<file path="src/design/opfe_pkg.sv">
// Shared types, constants and helper functions for the OLED page framebuffer engine.
// Used by opfe_front, opfe_queue, opfe_back and the top level; has no dependencies of its own.
`timescale 1ns / 1ps
`default_nettype none

package opfe_pkg;

    // Display geometry
    localparam int DISPLAY_COLUMNS = 128;
    localparam int PAGE_TOTAL      = 8;
    localparam int CHUNK_BYTES     = 16;

    // One store row holds one data chunk of one page
    localparam int CHUNKS_PER_PAGE = (DISPLAY_COLUMNS + CHUNK_BYTES - 1) / CHUNK_BYTES;
    localparam int ROW_COUNT       = PAGE_TOTAL * CHUNKS_PER_PAGE;
    localparam int ROW_BITS        = CHUNK_BYTES * 8;
    localparam int LAST_CHUNK_LEN  = DISPLAY_COLUMNS - (CHUNKS_PER_PAGE - 1) * CHUNK_BYTES;
    localparam int ROW_AW          = (ROW_COUNT > 1) ? $clog2(ROW_COUNT) : 1;
    localparam int OFF_W           = (CHUNK_BYTES > 1) ? $clog2(CHUNK_BYTES) : 1;
    localparam int CHUNK_CW        = (CHUNKS_PER_PAGE > 1) ? $clog2(CHUNKS_PER_PAGE) : 1;
    // Reciprocal for x / CHUNK_BYTES with 16 fraction bits, exact for 8-bit x
    localparam int CHUNK_RECIP     = (65536 + CHUNK_BYTES - 1) / CHUNK_BYTES;

    // Command queue between front and back
    localparam int QUEUE_DEPTH = 2;
    localparam int QUEUE_PW    = (QUEUE_DEPTH > 1) ? $clog2(QUEUE_DEPTH) : 1;
    localparam int QUEUE_CW    = $clog2(QUEUE_DEPTH + 1);

    // Configuration port
    localparam int APB_AW = 5;
    localparam int APB_DW = 32;
    localparam logic [2:0] CFG_BUS_ADDRESS    = 3'd0;
    localparam logic [2:0] CFG_COLUMN_START   = 3'd1;
    localparam logic [2:0] CFG_CONTRAST_LEVEL = 3'd2;
    localparam logic [2:0] CFG_CLOCK_SETTING  = 3'd3;
    localparam logic [2:0] CFG_MUX_RATIO      = 3'd4;

    localparam logic [6:0] RST_BUS_ADDRESS    = 7'h3C;
    localparam logic [6:0] RST_COLUMN_START   = 7'd2;
    localparam logic [7:0] RST_CONTRAST_LEVEL = 8'd127;
    localparam logic [7:0] RST_CLOCK_SETTING  = 8'd128;
    localparam logic [5:0] RST_MUX_RATIO      = 6'd63;

    // Input op codes
    localparam logic [2:0] OP_INIT      = 3'd0;
    localparam logic [2:0] OP_ALL_ON    = 3'd1;
    localparam logic [2:0] OP_NORMAL    = 3'd2;
    localparam logic [2:0] OP_CLEAR     = 3'd3;
    localparam logic [2:0] OP_SET_PIXEL = 3'd4;
    localparam logic [2:0] OP_FLUSH     = 3'd5;

    // Control bytes and display commands
    localparam logic [7:0] CTRL_COMMAND  = 8'h00;
    localparam logic [7:0] CTRL_DATA     = 8'h40;
    localparam logic [7:0] CMD_PAGE      = 8'hB0;
    localparam logic [3:0] CMD_COL_LOW   = 4'h0;
    localparam logic [3:0] CMD_COL_HIGH  = 4'h1;
    localparam logic [7:0] CMD_ALL_ON    = 8'hA5;
    localparam logic [7:0] CMD_NORMAL    = 8'hA4;
    localparam logic [7:0] CMD_OFF       = 8'hAE;
    localparam logic [7:0] CMD_ON        = 8'hAF;
    localparam logic [7:0] CMD_CLK_DIV   = 8'hD5;
    localparam logic [7:0] CMD_MUX       = 8'hA8;
    localparam logic [7:0] CMD_OFFSET    = 8'hD3;
    localparam logic [7:0] CMD_ZERO      = 8'h00;
    localparam logic [7:0] CMD_START_LN  = 8'h40;
    localparam logic [7:0] CMD_SEG_REMAP = 8'hA1;
    localparam logic [7:0] CMD_COM_SCAN  = 8'hC8;
    localparam logic [7:0] CMD_CONTRAST  = 8'h81;
    localparam logic [7:0] CMD_NOT_INV   = 8'hA6;
    localparam logic [7:0] CMD_DCDC      = 8'hAD;
    localparam logic [7:0] CMD_DCDC_ON   = 8'h8B;
    localparam logic [4:0] INIT_LAST     = 5'd16;

    typedef enum logic [2:0] {
        K_INIT,
        K_ALL_ON,
        K_NORMAL,
        K_CLEAR,
        K_PIXEL,
        K_FLUSH
    } opfe_kind_t;

    typedef enum logic [2:0] {
        ST_IDLE,
        ST_INIT,
        ST_CMD,
        ST_PIX_WR,
        ST_FL_CMD,
        ST_FL_DATA
    } opfe_state_t;

    typedef struct packed {
        logic [2:0] op;
        logic [7:0] pixel_x;
        logic [7:0] pixel_y;
        logic [2:0] page_index;
    } opfe_item_t;

    typedef struct packed {
        logic [6:0]  target_address;
        logic [7:0]  control_byte;
        logic [4:0]  payload_count;
        logic [63:0] payload_low;
        logic [63:0] payload_high;
        logic        last_of_run;
    } opfe_result_t;

    typedef struct packed {
        logic [6:0] bus_address;
        logic [6:0] column_start;
        logic [7:0] contrast_level;
        logic [7:0] clock_setting;
        logic [5:0] mux_ratio;
    } opfe_cfg_t;

    // Classified work item handed from front to back
    typedef struct packed {
        opfe_kind_t        kind;
        logic [ROW_AW-1:0] row;
        logic [OFF_W-1:0]  off;
        logic [2:0]        bit_sel;
        logic [2:0]        page;
    } opfe_entry_t;

    // Start-up command byte for one step of the init sequence
    function automatic logic [7:0] init_cmd(input logic [4:0] step, input opfe_cfg_t cfg);
        logic [7:0] cmd;
        case (step)
            5'd0:    cmd = CMD_OFF;
            5'd1:    cmd = CMD_CLK_DIV;
            5'd2:    cmd = cfg.clock_setting;
            5'd3:    cmd = CMD_MUX;
            5'd4:    cmd = {2'b00, cfg.mux_ratio};
            5'd5:    cmd = CMD_OFFSET;
            5'd6:    cmd = CMD_ZERO;
            5'd7:    cmd = CMD_START_LN;
            5'd8:    cmd = CMD_SEG_REMAP;
            5'd9:    cmd = CMD_COM_SCAN;
            5'd10:   cmd = CMD_CONTRAST;
            5'd11:   cmd = cfg.contrast_level;
            5'd12:   cmd = CMD_NOT_INV;
            5'd13:   cmd = CMD_DCDC;
            5'd14:   cmd = CMD_DCDC_ON;
            5'd15:   cmd = CMD_NORMAL;
            default: cmd = CMD_ON;
        endcase
        return cmd;
    endfunction

endpackage

`default_nettype wire

</file>
<file path="src/design/opfe_front.sv">
// Front end: decodes an input item into a queue entry and drops items with no effect.
// Depends on opfe_pkg.
`timescale 1ns / 1ps
`default_nettype none

module opfe_front (
    input  wire logic                 push,
    input  wire logic                 full,
    input  wire opfe_pkg::opfe_item_t item,
    output      logic                 enq,
    output      opfe_pkg::opfe_entry_t entry
);

    logic [24:0] prod;
    logic [7:0]  quot;
    logic [15:0] quot_x_chunk;
    logic [7:0]  rem;
    logic [15:0] row_full;
    logic        visible;
    logic        page_ok;
    logic        keep;

    // Column to chunk split by reciprocal multiply
    assign prod         = 25'(item.pixel_x) * 25'(opfe_pkg::CHUNK_RECIP);
    assign quot         = prod[23:16];
    assign quot_x_chunk = 16'(quot) * 16'(opfe_pkg::CHUNK_BYTES);
    assign rem          = item.pixel_x - quot_x_chunk[7:0];
    assign row_full     = 16'(item.pixel_y[7:3]) * 16'(opfe_pkg::CHUNKS_PER_PAGE) + 16'(quot);

    assign visible = ({1'b0, item.pixel_x} < 9'(opfe_pkg::DISPLAY_COLUMNS))
                  && ({1'b0, item.pixel_y} < 9'(8 * opfe_pkg::PAGE_TOTAL));
    assign page_ok = ({2'b00, item.page_index} < 5'(opfe_pkg::PAGE_TOTAL));

    always_comb
    begin
        entry.row     = row_full[opfe_pkg::ROW_AW-1:0];
        entry.off     = rem[opfe_pkg::OFF_W-1:0];
        entry.bit_sel = item.pixel_y[2:0];
        entry.page    = item.page_index;
        entry.kind    = opfe_pkg::K_INIT;
        keep          = 1'b1;
        case (item.op)
            opfe_pkg::OP_INIT:      entry.kind = opfe_pkg::K_INIT;
            opfe_pkg::OP_ALL_ON:    entry.kind = opfe_pkg::K_ALL_ON;
            opfe_pkg::OP_NORMAL:    entry.kind = opfe_pkg::K_NORMAL;
            opfe_pkg::OP_CLEAR:     entry.kind = opfe_pkg::K_CLEAR;
            opfe_pkg::OP_SET_PIXEL:
            begin
                entry.kind = opfe_pkg::K_PIXEL;
                keep       = visible;
            end
            opfe_pkg::OP_FLUSH:
            begin
                entry.kind = opfe_pkg::K_FLUSH;
                keep       = page_ok;
            end
            default:                keep = 1'b0;
        endcase
    end

    assign enq = push && !full && keep;

endmodule

`default_nettype wire

</file>
<file path="config.mk">
export PLATFORM = sky130hd
export DESIGN_NAME = opfe_front
export DESIGN_NICKNAME = d
export VERILOG_FILES = /design/src/design/opfe_pkg.sv /design/src/design/opfe_front.sv
export SDC_FILE = /design/constraint.sdc
export NUM_CORES = 1
export LEC_CHECK = 0
export BUFFER_PORTS_ARGS = -buffer_cell sky130_fd_sc_hd__buf_2
export CAP_MARGIN = 0
export CORE_AREA = 2 2 39 41
export DETAILED_ROUTE_END_ITERATION = 8
export DIE_AREA = 0 0 41 43
export GPL_TIMING_DRIVEN = 0
export PLACE_DENSITY = 0.6
export SYNTH_ARGS = -nofsm -noshare
export SYNTH_HDL_FRONTEND = slang
export SYNTH_SLANG_ARGS = --single-unit
</file>
<file path="constraint.sdc">
create_clock -name vclk -period 3.7
set_clock_uncertainty 0.2 [all_clocks]
set_input_delay 0.74 -clock vclk [all_inputs]
set_output_delay 0.74 -clock vclk [all_outputs]
set_load 0.02 [all_outputs]
</file>
==> metrics <==
Post-Syn Instances 30; worst hold path type primary input to output pin; first-pass GRT wire length 593 um; YS warnings 0; CP startpoint kind primary input; combinational share of power 1.000; total track usage 0.04296; Die H 43 um; cell type with the largest total area after synthesis buf_4; Final Wtd Congestion 0.4586; initial antenna violation count 0; fin. max-slew vios 0; Int Pwr 26.41 uW; # setup viols final 0; hold path depth 2; drt wl/cell 6.623 um; Net Sw Power 29.51 uW; largest cells by area after synthesis buf_4 41%, ha_1 32%, maj3_2 4.7%; I/O Pins 44; most common cell in the netlist buf_4; pin count of the biggest net entering global routing 5; Min Hold Slack 1.496 ns; grt total ovfl 0; CP Depth 6; Cell Area, Synth 237.7 um2; final wirelength 510 um; Peak VDD IR 0.00003725 V; slowest library cell on the worst path ha_1; CP max stage delay 0.30 ns; Yosys cell types 11; CP Buf/Inv Count 3; worst-margin pin slew 0.2375 ns; Fill cells 150; final period demand of the worst path 2.767 ns; area of the core 0.001384 mm2; Die W 41 um; unrepaired setup endpoints after global routing no; top cell type's share of synthesized area 0.4105; Initial Util 0.1718; CP Class primary input to output pin; mean post-synth cell area 7.924 um2; vias in the first global route 188; Syn-to-layout area delta 73.68%; P_leak 0.2655 nW; total power 55.92 uW; FF+latch area 0 um2; DIE AREA 0.001763 mm2; post-CTS setup buffer count 0; num rows 14; CP max FO 4; via count 282; status completed; DRT iter0 DRCs 0; CTS resizes 0; # hold bufs at CTS 0; Final Cycle Share 0.7479; Final Hold Fails 0; CP Cell Sequence buf_2 > inv_1 > ha_1 > maj3_2 > and2_1 > buf_2; share of cells above drive strength 1 0.7377; max-capacitance violation count 0; FFs & Latches 0; Clock Power Share 0; Top Family by Delay on Critical Path adder cells; DR DRC count 0; Antenna Nets Post-Route 0; I/O Buffers 31; commonest cells in the netlist 13 x buf_4, 6 x ha_1, 2 x inv_1, 2 x nor3_1; Diodes inserted 0; Crit path required time 2.76 ns; relative slew slack 0.8402; TNS Setup 0 ns; crit end category output pin; sequential share of the synthesized area 0; Critical Path AT 1.83 ns; f_max 361.4 MHz; HPWL after DPL 492.1 um; via/cell ratio 3.662; Net Sw Frac 0.5278; post-synthesis net count 60; nets 93; sequential share of power 0; drt first pass iters 1; # clk buffers 0; Core Util, Final 0.2984; cell repeated most along the worst path buf_2; PwrDens 135.4 mW/mm2
## cells by family after synthesis
logic type,after synthesis,synth area share
compound gates,1,0.03159
buf+inv,15,0.4421
xor+xnor,1,0.03685
fa+ha+maj,7,0.3631
simple gates,6,0.1263
## layout by cell type (no fill, tap or decap), drive strengths merged
| cell type | n |
|---|---|
| nor3 | 2 |
| maj3 | 1 |
| ha | 6 |
| buf | 44 |
| xor2 | 1 |
| nand2 | 1 |
| and2 | 1 |
| inv | 2 |
| nor4 | 1 |
| nor2 | 1 |
| a211oi | 1 |
## power groups by stage
stage	clock network (mW)	registers [mW]	logic, mW
after floorplan	0	0	0.0388
after global placement	0	0	0.0559
after detailed placement	0	0	0.0566
after CTS	0	0	0.0567
after global routing	0	0	0.0614
final	0	0	0.0559
## metrics by stage
stage,std cells,instance area (um2),setup WS [ns]
floorplan,30,237.7,1.062
detailed placement,77,412.9,0.9242
global route,77,412.9,0.8833
global placement,77,412.9,0.9441
finish,77,412.9,0.9329
CTS,77,412.9,0.9242
## path summary, 6_finish.rpt
| check | startpoint | endpoint | slack, ns |
|---|---|---|---|
| min | item[3] | entry[3] | 1.50 |
| max | item[20] | entry[16] | 0.93 |
## per-layer routing
layer,global-route usage,wire length (um)
met3,0,93
met2,0.1063,256
met1,0.02848,160
met4,0,0
met5,0,0
## area by class of cell
| class | instances | area [um2] | area share |
|---|---|---|---|
| multi-input combinational | 15 | 132.6 | 0.3212 |
| timing repair buffer | 31 | 155.1 | 0.3758 |
| inverter | 2 | 7.507 | 0.01818 |
| buffer | 13 | 97.59 | 0.2364 |
| tap | 16 | 20.02 | 0.04848 |
Power figures use the tool's default switching activity.
