--- config.mk ---
export PLATFORM = sky130hd
export DESIGN_NAME = opfe_queue
export DESIGN_NICKNAME = d
export VERILOG_FILES = /design/src/design/opfe_pkg.sv /design/src/design/opfe_queue.sv
export SDC_FILE = /design/constraint.sdc
export NUM_CORES = 1
export LEC_CHECK = 0
export BUFFER_PORTS_ARGS = -buffer_cell sky130_fd_sc_hd__buf_2
export CELL_PAD_IN_SITES_DETAIL_PLACEMENT = 2
export CELL_PAD_IN_SITES_GLOBAL_PLACEMENT = 2
export CORE_MARGIN = 3
export CORE_UTILIZATION = 38
export CTS_BUF_LIST = sky130_fd_sc_hd__clkbuf_4 sky130_fd_sc_hd__clkbuf_8
export CTS_CLUSTER_SIZE = 16
export DETAILED_ROUTE_END_ITERATION = 8
export MAX_ROUTING_LAYER = met4
export PLACE_DENSITY_LB_ADDON = 0.1
export RECOVER_POWER = 100
export SYNTH_ARGS = -nofsm -noshare
export SYNTH_HDL_FRONTEND = slang
export SYNTH_SLANG_ARGS = --single-unit
--- constraint.sdc ---
create_clock -name clk -period 2.2 [get_ports clk]
set_input_delay 0.11 -clock clk [delete_from_list [all_inputs] [get_ports clk]]
set_output_delay 0.11 -clock clk [all_outputs]
set_load 0.02 [all_outputs]
--- src/design/opfe_pkg.sv ---
// Shared types, constants and helper functions for the OLED page framebuffer engine.
// Used by opfe_front, opfe_queue, opfe_back and the top level; has no dependencies of its own.
`timescale 1ns / 1ps
`default_nettype none

package opfe_pkg;

    // Display geometry
    localparam int DISPLAY_COLUMNS = 128;
    localparam int PAGE_TOTAL      = 8;
    localparam int CHUNK_BYTES     = 16;

    // One store row holds one data chunk of one page
    localparam int CHUNKS_PER_PAGE = (DISPLAY_COLUMNS + CHUNK_BYTES - 1) / CHUNK_BYTES;
    localparam int ROW_COUNT       = PAGE_TOTAL * CHUNKS_PER_PAGE;
    localparam int ROW_BITS        = CHUNK_BYTES * 8;
    localparam int LAST_CHUNK_LEN  = DISPLAY_COLUMNS - (CHUNKS_PER_PAGE - 1) * CHUNK_BYTES;
    localparam int ROW_AW          = (ROW_COUNT > 1) ? $clog2(ROW_COUNT) : 1;
    localparam int OFF_W           = (CHUNK_BYTES > 1) ? $clog2(CHUNK_BYTES) : 1;
    localparam int CHUNK_CW        = (CHUNKS_PER_PAGE > 1) ? $clog2(CHUNKS_PER_PAGE) : 1;
    // Reciprocal for x / CHUNK_BYTES with 16 fraction bits, exact for 8-bit x
    localparam int CHUNK_RECIP     = (65536 + CHUNK_BYTES - 1) / CHUNK_BYTES;

    // Command queue between front and back
    localparam int QUEUE_DEPTH = 2;
    localparam int QUEUE_PW    = (QUEUE_DEPTH > 1) ? $clog2(QUEUE_DEPTH) : 1;
    localparam int QUEUE_CW    = $clog2(QUEUE_DEPTH + 1);

    // Configuration port
    localparam int APB_AW = 5;
    localparam int APB_DW = 32;
    localparam logic [2:0] CFG_BUS_ADDRESS    = 3'd0;
    localparam logic [2:0] CFG_COLUMN_START   = 3'd1;
    localparam logic [2:0] CFG_CONTRAST_LEVEL = 3'd2;
    localparam logic [2:0] CFG_CLOCK_SETTING  = 3'd3;
    localparam logic [2:0] CFG_MUX_RATIO      = 3'd4;

    localparam logic [6:0] RST_BUS_ADDRESS    = 7'h3C;
    localparam logic [6:0] RST_COLUMN_START   = 7'd2;
    localparam logic [7:0] RST_CONTRAST_LEVEL = 8'd127;
    localparam logic [7:0] RST_CLOCK_SETTING  = 8'd128;
    localparam logic [5:0] RST_MUX_RATIO      = 6'd63;

    // Input op codes
    localparam logic [2:0] OP_INIT      = 3'd0;
    localparam logic [2:0] OP_ALL_ON    = 3'd1;
    localparam logic [2:0] OP_NORMAL    = 3'd2;
    localparam logic [2:0] OP_CLEAR     = 3'd3;
    localparam logic [2:0] OP_SET_PIXEL = 3'd4;
    localparam logic [2:0] OP_FLUSH     = 3'd5;

    // Control bytes and display commands
    localparam logic [7:0] CTRL_COMMAND  = 8'h00;
    localparam logic [7:0] CTRL_DATA     = 8'h40;
    localparam logic [7:0] CMD_PAGE      = 8'hB0;
    localparam logic [3:0] CMD_COL_LOW   = 4'h0;
    localparam logic [3:0] CMD_COL_HIGH  = 4'h1;
    localparam logic [7:0] CMD_ALL_ON    = 8'hA5;
    localparam logic [7:0] CMD_NORMAL    = 8'hA4;
    localparam logic [7:0] CMD_OFF       = 8'hAE;
    localparam logic [7:0] CMD_ON        = 8'hAF;
    localparam logic [7:0] CMD_CLK_DIV   = 8'hD5;
    localparam logic [7:0] CMD_MUX       = 8'hA8;
    localparam logic [7:0] CMD_OFFSET    = 8'hD3;
    localparam logic [7:0] CMD_ZERO      = 8'h00;
    localparam logic [7:0] CMD_START_LN  = 8'h40;
    localparam logic [7:0] CMD_SEG_REMAP = 8'hA1;
    localparam logic [7:0] CMD_COM_SCAN  = 8'hC8;
    localparam logic [7:0] CMD_CONTRAST  = 8'h81;
    localparam logic [7:0] CMD_NOT_INV   = 8'hA6;
    localparam logic [7:0] CMD_DCDC      = 8'hAD;
    localparam logic [7:0] CMD_DCDC_ON   = 8'h8B;
    localparam logic [4:0] INIT_LAST     = 5'd16;

    typedef enum logic [2:0] {
        K_INIT,
        K_ALL_ON,
        K_NORMAL,
        K_CLEAR,
        K_PIXEL,
        K_FLUSH
    } opfe_kind_t;

    typedef enum logic [2:0] {
        ST_IDLE,
        ST_INIT,
        ST_CMD,
        ST_PIX_WR,
        ST_FL_CMD,
        ST_FL_DATA
    } opfe_state_t;

    typedef struct packed {
        logic [2:0] op;
        logic [7:0] pixel_x;
        logic [7:0] pixel_y;
        logic [2:0] page_index;
    } opfe_item_t;

    typedef struct packed {
        logic [6:0]  target_address;
        logic [7:0]  control_byte;
        logic [4:0]  payload_count;
        logic [63:0] payload_low;
        logic [63:0] payload_high;
        logic        last_of_run;
    } opfe_result_t;

    typedef struct packed {
        logic [6:0] bus_address;
        logic [6:0] column_start;
        logic [7:0] contrast_level;
        logic [7:0] clock_setting;
        logic [5:0] mux_ratio;
    } opfe_cfg_t;

    // Classified work item handed from front to back
    typedef struct packed {
        opfe_kind_t        kind;
        logic [ROW_AW-1:0] row;
        logic [OFF_W-1:0]  off;
        logic [2:0]        bit_sel;
        logic [2:0]        page;
    } opfe_entry_t;

    // Start-up command byte for one step of the init sequence
    function automatic logic [7:0] init_cmd(input logic [4:0] step, input opfe_cfg_t cfg);
        logic [7:0] cmd;
        case (step)
            5'd0:    cmd = CMD_OFF;
            5'd1:    cmd = CMD_CLK_DIV;
            5'd2:    cmd = cfg.clock_setting;
            5'd3:    cmd = CMD_MUX;
            5'd4:    cmd = {2'b00, cfg.mux_ratio};
            5'd5:    cmd = CMD_OFFSET;
            5'd6:    cmd = CMD_ZERO;
            5'd7:    cmd = CMD_START_LN;
            5'd8:    cmd = CMD_SEG_REMAP;
            5'd9:    cmd = CMD_COM_SCAN;
            5'd10:   cmd = CMD_CONTRAST;
            5'd11:   cmd = cfg.contrast_level;
            5'd12:   cmd = CMD_NOT_INV;
            5'd13:   cmd = CMD_DCDC;
            5'd14:   cmd = CMD_DCDC_ON;
            5'd15:   cmd = CMD_NORMAL;
            default: cmd = CMD_ON;
        endcase
        return cmd;
    endfunction

endpackage

`default_nettype wire

--- src/design/opfe_queue.sv ---
// Short FIFO of decoded entries between the front end and the back end.
// Depends on opfe_pkg.
`timescale 1ns / 1ps
`default_nettype none

module opfe_queue (
    input  wire logic                  clk,
    input  wire logic                  rst_n,
    input  wire logic                  enq,
    input  wire opfe_pkg::opfe_entry_t entry,
    input  wire logic                  deq,
    output      logic                  full,
    output      logic                  valid,
    output      opfe_pkg::opfe_entry_t head
);

    opfe_pkg::opfe_entry_t           slot_reg [opfe_pkg::QUEUE_DEPTH];
    logic [opfe_pkg::QUEUE_PW-1:0]   wptr_reg, wptr_next;
    logic [opfe_pkg::QUEUE_PW-1:0]   rptr_reg, rptr_next;
    logic [opfe_pkg::QUEUE_CW-1:0]   count_reg, count_next;
    logic                            do_deq;

    assign full   = (count_reg == opfe_pkg::QUEUE_CW'(opfe_pkg::QUEUE_DEPTH));
    assign valid  = (count_reg != '0);
    assign head   = slot_reg[rptr_reg];
    assign do_deq = deq && valid;

    always_comb
    begin
        wptr_next  = wptr_reg;
        rptr_next  = rptr_reg;
        count_next = count_reg;
        if (enq)
        begin
            wptr_next = (wptr_reg == opfe_pkg::QUEUE_PW'(opfe_pkg::QUEUE_DEPTH - 1))
                        ? '0 : wptr_reg + 1'b1;
        end
        if (do_deq)
        begin
            rptr_next = (rptr_reg == opfe_pkg::QUEUE_PW'(opfe_pkg::QUEUE_DEPTH - 1))
                        ? '0 : rptr_reg + 1'b1;
        end
        if (enq && !do_deq)
        begin
            count_next = count_reg + 1'b1;
        end
        else if (do_deq && !enq)
        begin
            count_next = count_reg - 1'b1;
        end
    end

    always_ff @(posedge clk or negedge rst_n)
    begin
        if (!rst_n)
        begin
            wptr_reg  <= '0;
            rptr_reg  <= '0;
            count_reg <= '0;
        end
        else
        begin
            wptr_reg  <= wptr_next;
            rptr_reg  <= rptr_next;
            count_reg <= count_next;
        end
    end

    always_ff @(posedge clk)
    begin
        if (enq)
        begin
            slot_reg[wptr_reg] <= entry;
        end
    end

endmodule

`default_nettype wire

==> parameters.txt, run 1 <==
Parameter                              Value

Clock tree
  CTS-repair resized insts ... 0
  Clock latency on the worst-skew pair ... about 0.30 ns
  CTS sink count ... 42
  Buffer cell driving the clock tree root ... clkbuf_8
  Clock edge transition at the registers on the reported setup and hold paths ... 0.08 ns
  Deepest clock path buffer count ... 2
  Depth of the CTS H-tree ... 2
  Clock tree from TritonCTS ... built
  TritonCTS buffer count ... 5

Drt
  First-pass iteration count of the detailed router ... 2
  Final Routed Wirelength ... 3406 um
  Count of unresolved DRC violations after routing ... 0
  Total number of vias ... about 900
  Post-DR vias/cell ... 4.590
  Antenna Nets Post-Route ... 0
  Iteration-0 DRC count of the detailed router ... 31
  Routed wire length per instance ... roughly 17 um

Finish
  Final layout net count ... 170
  Filler cells ... 377
  Area of combinational cells with multiple inputs ... 312.8 um2
  Share of layout cells above drive strength 1 ... 0.2585
  Max reg flops ... 38
  Final standard cell utilization of the core ... 0.5477
  Reg area ... 0.001241 mm2
  Count of antenna diodes in the layout ... 0
  Area grow syn2layout ... 32.73%

Power
  Power per unit of standard cell area ... roughly 1200 mW/mm2
  Largest voltage drop on the vdd net ... just under 700 uV
  Standby leakage power ... about 0.74 nW

GRT
  Pin count of the biggest net entering global routing ... 16
  First-pass GRT wire length ... 5623 um
  Antenna violations before repair ... 0
  GR Overflow Total ... 0
  Number of global-route vias before repair ... between 1000 and 1500
  Tot GR Track Use ... 0.1620

Status
  Result of the run ... complete, no violations

Critical path
  Critical Path RT ... 2.09 ns
  Type of the worst setup path ... flop to output port
  Worst Path Max Fanout ... 15
  Startpoint type of the worst setup path ... flop
  Reg2reg setup slack ... 0.38 ns
  Destination of the worst register-to-register timing path ... slot_reg[0][17]$_DFFE_PP_
  Worst reg2reg path startpoint ... wptr_reg$_DFFE_PN0P_
  Arrival @ worst endpoint ... between 1.5 and 2 ns
  Setup crit end kind ... output port
  R2R depth ... 2

Timing
  Max Slew Vio Count ... 0
  WHS ... ~0.038 ns
  Worst clock skew ... between 0.008 and 0.009 ns
  Unrepaired setup endpoints after global routing ... false
  Fmax ... around 530 MHz
  Final Critical Period ... 1.875 ns
  Slew of the pin with the lowest slew margin ... 0.8232 ns
  Relative slew margins ... 0.4501
  Sum of negative setup slack ... 0 ns
  Total setup violations reported at the end of the flow ... 0
  Hold violation total from the final report ... 0
  Final period util ... 0.8525

Synth
  Proportion of netlist area held by the largest area contributor ... 0.7227
  Top post-synthesis cells by area ... edfxtp_1 (72%), mux2_2 (14%), dfrtp_1 (6.3%)
  Total number of yosys warnings ... 0
  Proportion of synthesized chip area in sequential cells ... 0.7861
  Post-Syn Area ... between 0.0015 and 0.002 mm2
  Unique cell type count in the Yosys netlist ... 13
  Post-Synthesis Net Count ... between 90 and 100
  Number of instances in the synthesized netlist ... 75
  Flops & latches, synth ... 42
  Largest area contributor in the synthesized netlist ... edfxtp_1
  Synth Area per Inst ... roughly 21 um2

Placed design
  Final RePlAce weighted congestion ... roughly 0.7
  Dpl hpwl ... around 2200 um
  I/O Buffers ... 43

Worst hold path
  Type of the worst min-delay path ... input pin to flop
  End of the worst hold path ... wptr_reg$_DFFE_PN0P_
  Hold depth ... 2
  Min-delay src ... enq

Floorplanning
  Horizontal die dimension ... about 70 um
  Core region area ... approximately 0.0038 mm2
  Die area ... just under 0.005 mm2
  Die extent in y ... about 70 um
  Top-level I/O count ... 44
  Effective utilization at floorplan ... 0.4127
  Number of rows in the core area ... 22

Job
  Max-cap violations ... 0
## layout make-up
| class | count | area share |
|---|---|---|
| tap | 48 | 0.02866 |
| clock buffer | 6 | 0.03940 |
| sequential | 42 | 0.5922 |
| timing repair buffer | 66 | 0.1845 |
| clock inverter | 2 | 0.005970 |
| multi-input combinational | 31 | 0.1493 |
## layer usage
| layer | vias to the layer above | routed length [um] | GRT usage |
|---|---|---|---|
| li1 | 426 | - | - |
| met1 | 435 | 1286 | 0.1765 |
| met2 | 28 | 1852 | 0.2713 |
| met3 | 6 | 209 | 0.05899 |
| met4 | 0 | 58 | 0.05745 |
| met5 | - | 0 | - |
## synth_stat cells
master,n
nor2_1,1
nor2b_1,1
and2_1,1
buf_6,2
nand2_4,1
and2b_2,1
edfxtp_1,38
dfrtp_1,4
ha_1,1
or2_4,1
mux2_2,19
xor2_1,3
xnor2_1,2
## cells by family (layout without fill, tap and decap cells)
group,count (synthesis),in the layout,share of synthesized area
xor+xnor,5,5,0.02774
buf+inv,2,74,0.01426
fa+ha+maj,1,1,0.007923
simple gates,6,6,0.02853
mux,19,19,0.1355
flops,42,42,0.7861
## stage by stage
step                instance area, um2  power, mW  cells  setup WS [ns]
finish                            2096      2.537    195         0.3246
CTS                               2102      2.622    190         0.4527
detailed placement                1857      2.078    167         0.6965
global placement                  1857      2.035    167         0.7856
global route                      2096      2.703    195         0.1874
floorplan                         1579      1.794     75         0.5324
## report_power, final
part | total (mW) | internal (mW) | switching [mW]
logic | 0.856 | 0.329 | 0.527
clock network | 0.528 | 0.252 | 0.275
registers | 1.15 | 1.07 | 0.0817
total | 2.54 | 1.65 | 0.884
## placed cells by master, fill, tap and decap left out
cell type	n
edfxtp_1	38
clkbuf_1	35
dlygate4sd3_1	20
mux2_2	17
buf_2	8
clkbuf_8	6
dfrtp_1	4
xor2_1	3
clkbuf_2	3
mux2_1	2
xnor2_1	2
or2_0	1
nand2_4	1
and2b_2	1
and2_0	1
nor2b_1	1
nor2_1	1
ha_1	1
clkinvlp_4	1
clkinv_2	1
## what timing repair did
action | CTS | global route
endpoints found under the hold margin | 32 | 10
buffers inserted | 0 | 0
hold buffers | 15 | 5
## worst max path at each step
stage | start | endpoint | slack (ns) | depth (start not counted)
4_1_cts | rptr_reg$_DFFE_PN0P_ | head[15] | 0.45 | 3
3_3_place_gp | wptr_reg$_DFFE_PN0P_ | slot_reg[0][9]$_DFFE_PP_ | 0.79 | 2
5_1_grt | rptr_reg$_DFFE_PN0P_ | head[9] | 0.19 | 3
6_report | rptr_reg$_DFFE_PN0P_ | head[18] | 0.32 | 3
3_5_place_dp | count_reg[0]$_DFFE_PN0P_ | count_reg[1]$_DFFE_PN0P_ | 0.70 | 5
2_1_floorplan | wptr_reg$_DFFE_PN0P_ | slot_reg[0][0]$_DFFE_PP_ | 0.53 | 1
## worst max-delay path, stage by stage (launching register included)
cell and delay (ns):
dfrtp_1 0.48, clkbuf_2 0.42, mux2_2 0.39, clkbuf_1 0.17
Note: power is estimated with default switching activity, not from simulation.
==> inputs of run 2 (changes only) <==
Settings changed: GPL_TIMING_DRIVEN set to 0.
==> parameters.txt, run 2 (same netlist as run 1, synthesis figures left out) <==
Parameter                              Value

Clock tree
  Clock edge transition at the registers on the reported setup and hold paths ... about 0.08 ns
  Clock tree from TritonCTS ... built
  CTS-repair resized insts ... 0
  TritonCTS buffer count ... 5
  Clock latency on the worst-skew pair ... 0.29 ns
  CTS sink count ... between 40 and 50
  Deepest clock path buffer count ... 2
  Buffer cell driving the clock tree root ... clkbuf_8
  Depth of the CTS H-tree ... 2
  Number of buffers inserted by post-CTS setup repair ... 0

Finish
  Most common cell after layout, fill and taps aside ... edfxtp_1
  Final standard cell utilization of the core ... 0.5177
  Filler cells ... 374
  Reg area ... between 0.001 and 0.0015 mm2
  Area grow syn2layout ... 25.44%
  Final layout net count ... 157
  Commonest non-fill, non-tap cells in the layout ... edfxtp_1 (38), clkbuf_1 (31), mux2_2 (19)
  Max reg flops ... 38
  Count of antenna diodes in the layout ... 0
  Area of combinational cells with multiple inputs ... 312.8 um2
  Share of layout cells above drive strength 1 ... 0.3284

Critical path
  Worst reg2reg path startpoint ... wptr_reg$_DFFE_PN0P_
  Critical Path RT ... 2.09 ns
  Critical-path cell with the highest stage delay ... clkbuf_1
  Setup crit end kind ... output port
  Most common cell type on the critical path ... clkbuf_1
  Type of the worst setup path ... flop to output port
  Reg2reg setup slack ... about 0.48 ns
  Count of buffer and inverter cells on the critical path ... 2
  Arrival @ worst endpoint ... around 1.7 ns
  Depth of the critical timing path with buffers and inverters included ... 3
  R2R depth ... 2
  Cell chain of the critical path ... clkbuf_1 -> mux2_2 -> clkbuf_1
  Startpoint type of the worst setup path ... flop
  Destination of the worst register-to-register timing path ... slot_reg[0][1]$_DFFE_PP_
  Worst Path Max Fanout ... 10
  Category of cells accounting for the largest share of critical-path delay ... buffers and inverters
  Delay of the slowest cell on the worst path ... approximately 0.48 ns

Timing
  Slew of the pin with the lowest slew margin ... 1.004 ns
  Hold violation total from the final report ... 0
  Final period util ... 0.8197
  WHS ... a little over 0.01 ns
  Final Critical Period ... ~1.8 ns
  Worst clock skew ... between 0.005 and 0.006 ns
  Unrepaired setup endpoints after global routing ... false
  Sum of negative setup slack ... 0 ns
  Max Slew Vio Count ... 0
  Relative slew margins ... 0.3292
  Total setup violations reported at the end of the flow ... 0
  Fmax ... 554.5 MHz

Drt
  Total number of vias ... between 800 and 900
  First-pass iteration count of the detailed router ... 2
  Count of unresolved DRC violations after routing ... 0
  Post-DR vias/cell ... between 4 and 5
  Antenna Nets Post-Route ... 0
  Iteration-0 DRC count of the detailed router ... 33
  Routed wire length per instance ... 16.02 um
  Final Routed Wirelength ... just under 3000 um

Worst hold path
  Type of the worst min-delay path ... input pin to flop
  End of the worst hold path ... slot_reg[1][15]$_DFFE_PP_
  Min-delay src ... entry[15]
  Hold depth ... 1

Floorplanning
  Top-level I/O count ... 44
  Horizontal die dimension ... just over 70 um
  Effective utilization at floorplan ... 0.4127
  Die area ... 0.004965 mm2
  Die extent in y ... between 70 and 80 um
  Core region area ... about 0.0038 mm2
  Number of rows in the core area ... 22

Power
  Power per unit of standard cell area ... 1259 mW/mm2
  Largest voltage drop on the vdd net ... about 560 uV
  Standby leakage power ... between 0.7 and 0.8 nW

Status
  Result of the run ... complete, no violations

Placed design
  I/O Buffers ... 43
  Dpl hpwl ... 2081 um
  Final RePlAce weighted congestion ... around 0.63

GRT
  Antenna violations before repair ... 0
  Pin count of the biggest net entering global routing ... 20
  Number of global-route vias before repair ... ~990
  Tot GR Track Use ... 0.1332
  GR Overflow Total ... 0
  First-pass GRT wire length ... roughly 4700 um

Job
  Max-cap violations ... 0
## run 2: worst max-delay path by stage
stage                                    start                         to  slack (ns)
after floorplan           wptr_reg$_DFFE_PN0P_   slot_reg[0][0]$_DFFE_PP_        0.53
after global placement    wptr_reg$_DFFE_PN0P_   slot_reg[0][4]$_DFFE_PP_      0.0009
after detailed placement  wptr_reg$_DFFE_PN0P_   slot_reg[1][4]$_DFFE_PP_        0.62
after CTS                 wptr_reg$_DFFE_PN0P_  slot_reg[1][12]$_DFFE_PP_        0.62
after global routing      rptr_reg$_DFFE_PN0P_                   head[10]        0.28
final                     rptr_reg$_DFFE_PN0P_                    head[8]        0.40
## run 2: through the flow
step	area [um2]	setup WS [ns]	std cells	total power, mW
floorplan	1579	0.5324	75	1.794
global placement	1854	0.0009350	166	2.047
detailed placement	1872	0.6240	167	2.102
CTS	1977	0.6165	176	2.617
global route	1981	0.2843	182	2.648
finish	1981	0.3967	182	2.493
## run 2: worst register-to-register path, delay by kind of cell (launching register included)
family | cells | cell delay [ns]
buffers and inverters | 1 | 0.24
DFF | 1 | 0.40
and+or+nand+nor | 1 | 0.78
## run 2: area by class of cell
cell class,count,share of cell area
Tap cell,48,0.03032
Clock inverter,1,0.002527
Sequential cell,42,0.6267
Timing Repair Buffer,51,0.1333
Clock buffer,7,0.04548
Buffer,2,0.003790
Multi-Input combinational cell,31,0.1579
## run 2: power by group
group / total (mW) / internal (mW) / switching, mW
registers: 1.13 / 1.07 / 0.0617
logic: 0.854 / 0.325 / 0.530
clock network: 0.505 / 0.265 / 0.240
## run 2: timing repair
action | in CTS | in global routing
hold endpoints to repair | 4 | 10
setup endpoints to repair | 0 | 0
hold buffers | 1 | 6
## run 2: metal layers
metal,GRT usage,vias to the layer above,share of wire
met1,0.1393,420,0.37
li1,-,399,-
met3,0.04892,6,0.068
met4,0.05745,0,0.017
met5,-,-,0
met2,0.2245,28,0.54
==> inputs of run 3 (changes only) <==
Clock period 2.2 ns to 1.7 ns, I/O delays scaled along.
==> parameters.txt, run 3 (same netlist as run 1, synthesis figures left out) <==
Parameter                              Value

Critical path
  Arrival @ worst endpoint ... 1.54 ns
  Startpoint type of the worst setup path ... flop
  Critical Path RT ... ~1.7 ns
  Type of the worst setup path ... flop to flop
  Worst Path Max Fanout ... 11
  Setup crit end kind ... flop

Worst hold path
  Type of the worst min-delay path ... input pin to flop

Placed design
  I/O Buffers ... 43
  Placed Area ... between 0.0015 and 0.002 mm2
  Dpl hpwl ... 2081 um
  Final RePlAce weighted congestion ... ~0.63

Finish
  Count of antenna diodes in the layout ... 0
  Final layout net count ... 170
  Area grow syn2layout ... 34.39%
  Final standard cell utilization of the core ... 0.5546
  Reg area ... 0.001241 mm2
  Filler cells ... 357
  Share of layout cells above drive strength 1 ... 0.4082
  Most common cell after layout, fill and taps aside ... edfxtp_1
  Commonest non-fill, non-tap cells in the layout ... edfxtp_1 (38), clkbuf_2 (21), dlygate4sd3_1 (20)
  Area of combinational cells with multiple inputs ... 315.3 um2
  Post-route cell area ... ~0.0021 mm2
  Max reg flops ... 38

Drt
  Iteration-0 DRC count of the detailed router ... between 40 and 50
  First-pass iteration count of the detailed router ... 3
  Final Routed Wirelength ... 3126 um
  Count of unresolved DRC violations after routing ... 0
  Antenna Nets Post-Route ... 0
  Routed wire length per instance ... 16.03 um
  Total number of vias ... 900
  Post-DR vias/cell ... ~4.6

Clock tree
  Number of buffers inserted by post-CTS setup repair ... 0
  Clock tree from TritonCTS ... built
  Depth of the CTS H-tree ... 2
  Buffer cell driving the clock tree root ... clkbuf_8
  Clock latency on the worst-skew pair ... between 0.2 and 0.3 ns
  Deepest clock path buffer count ... 2
  CTS sink count ... 42
  Clock edge transition at the registers on the reported setup and hold paths ... around 0.070 ns
  TritonCTS buffer count ... 5

GRT
  GR Overflow Total ... 0
  Pin count of the biggest net entering global routing ... 20
  Number of global-route vias before repair ... 1063
  Antenna violations before repair ... 0
  Tot GR Track Use ... 0.1451
  First-pass GRT wire length ... about 5000 um

Timing
  Final Critical Period ... 1.582 ns
  Unrepaired setup endpoints after global routing ... false
  Max Slew Vio Count ... 0
  Fmax ... between 600 and 700 MHz
  Total setup violations reported at the end of the flow ... 0
  Worst clock skew ... between 0.005 and 0.006 ns
  Hold violation total from the final report ... 0
  Slew of the pin with the lowest slew margin ... a little over 0.9 ns
  Final period util ... 0.9305
  Relative slew margins ... 0.3761

Status
  Result of the run ... complete, no violations

Floorplanning
  Die extent in y ... just over 70 um
  Effective utilization at floorplan ... 0.4127
  Core region area ... 0.003826 mm2
  Die area ... just under 0.005 mm2
  Number of rows in the core area ... 22
  Top-level I/O count ... 44
  Horizontal die dimension ... 70.46 um

Power
  Standby leakage power ... between 0.8 and 0.9 nW
  Largest voltage drop on the vdd net ... between 700 and 800 uV
  Power per unit of standard cell area ... approximately 1600 mW/mm2

Job
  Max-cap violations ... 0
run 3: cell types whose count changed in the layout (fill, tap and decap cells not counted), sizes merged:
cell / delta
clkbuf: +5
buf: -5
dlygate4sd3: +13
run 3: power breakdown:
group	switching (mW)	total (mW)	internal, mW
Combinational	0.697	1.17	0.476
Clock	0.312	0.655	0.343
Sequential	0.0811	1.47	1.39
Total	1.09	3.30	2.21
run 3: timing repair:
item	in CTS	in global routing
hold buffers	20	0
endpoints found under the hold margin	42	0
resized for setup	0	0
run 3: path summary, 6_finish.rpt:
| path | slack, ns | cells past startpoint | end | start |
|---|---|---|---|---|
| worst max-delay path | 0.12 | 2 | slot_reg[0][1]$_DFFE_PP_ | wptr_reg$_DFFE_PN0P_ |
| worst min-delay path | 0.03 | 2 | wptr_reg$_DFFE_PN0P_ | enq |
| worst max register to register | 0.12 | 2 | slot_reg[0][1]$_DFFE_PP_ | wptr_reg$_DFFE_PN0P_ |
| worst min register to register | 0.51 | 1 | wptr_reg$_DFFE_PN0P_ | wptr_reg$_DFFE_PN0P_ |
| max in group asynchronous | 1.35 | 2 | count_reg[0]$_DFFE_PN0P_ | rst_n |
| min in group asynchronous | 0.16 | 2 | count_reg[1]$_DFFE_PN0P_ | rst_n |
run 3: metrics by stage:
stage | setup slack, ns | TNS [ns] | hold slack (ns) | instances | total power, mW
floorplan | 0.03244 | 0 | -0.2106 | 75 | 2.321
global placement | -0.4991 | -9.474 | -0.1037 | 166 | 2.649
detailed placement | 0.1240 | 0 | -0.1011 | 167 | 2.721
CTS | 0.1165 | 0 | 0.01670 | 195 | 3.421
global route | 0.02038 | 0 | 0.02695 | 195 | 3.496
finish | 0.1182 | 0 | 0.02745 | 195 | 3.297
run 3: cell type report:
class                           count  area share
Timing Repair Buffer               64      0.1887
Buffer                              2    0.004717
Sequential cell                    42      0.5849
Multi-Input combinational cell     31      0.1486
Clock inverter                      1    0.002358
Clock buffer                        7     0.04245
Tap cell                           48     0.02830
run 3: metal layers:
metal / GRT usage / up-vias / part of all wire
met3: 0.04604 / 6 / 0.060
met5: - / - / 0
met2: 0.2474 / 28 / 0.55
li1: - / 426 / -
met1: 0.1559 / 440 / 0.37
met4: 0.05745 / 0 / 0.016
run 3: worst max-delay path: stages (launching register included):
cell and delay (ns):
dfrtp_1 0.41, nor2b_2 0.46, clkbuf_2 0.39
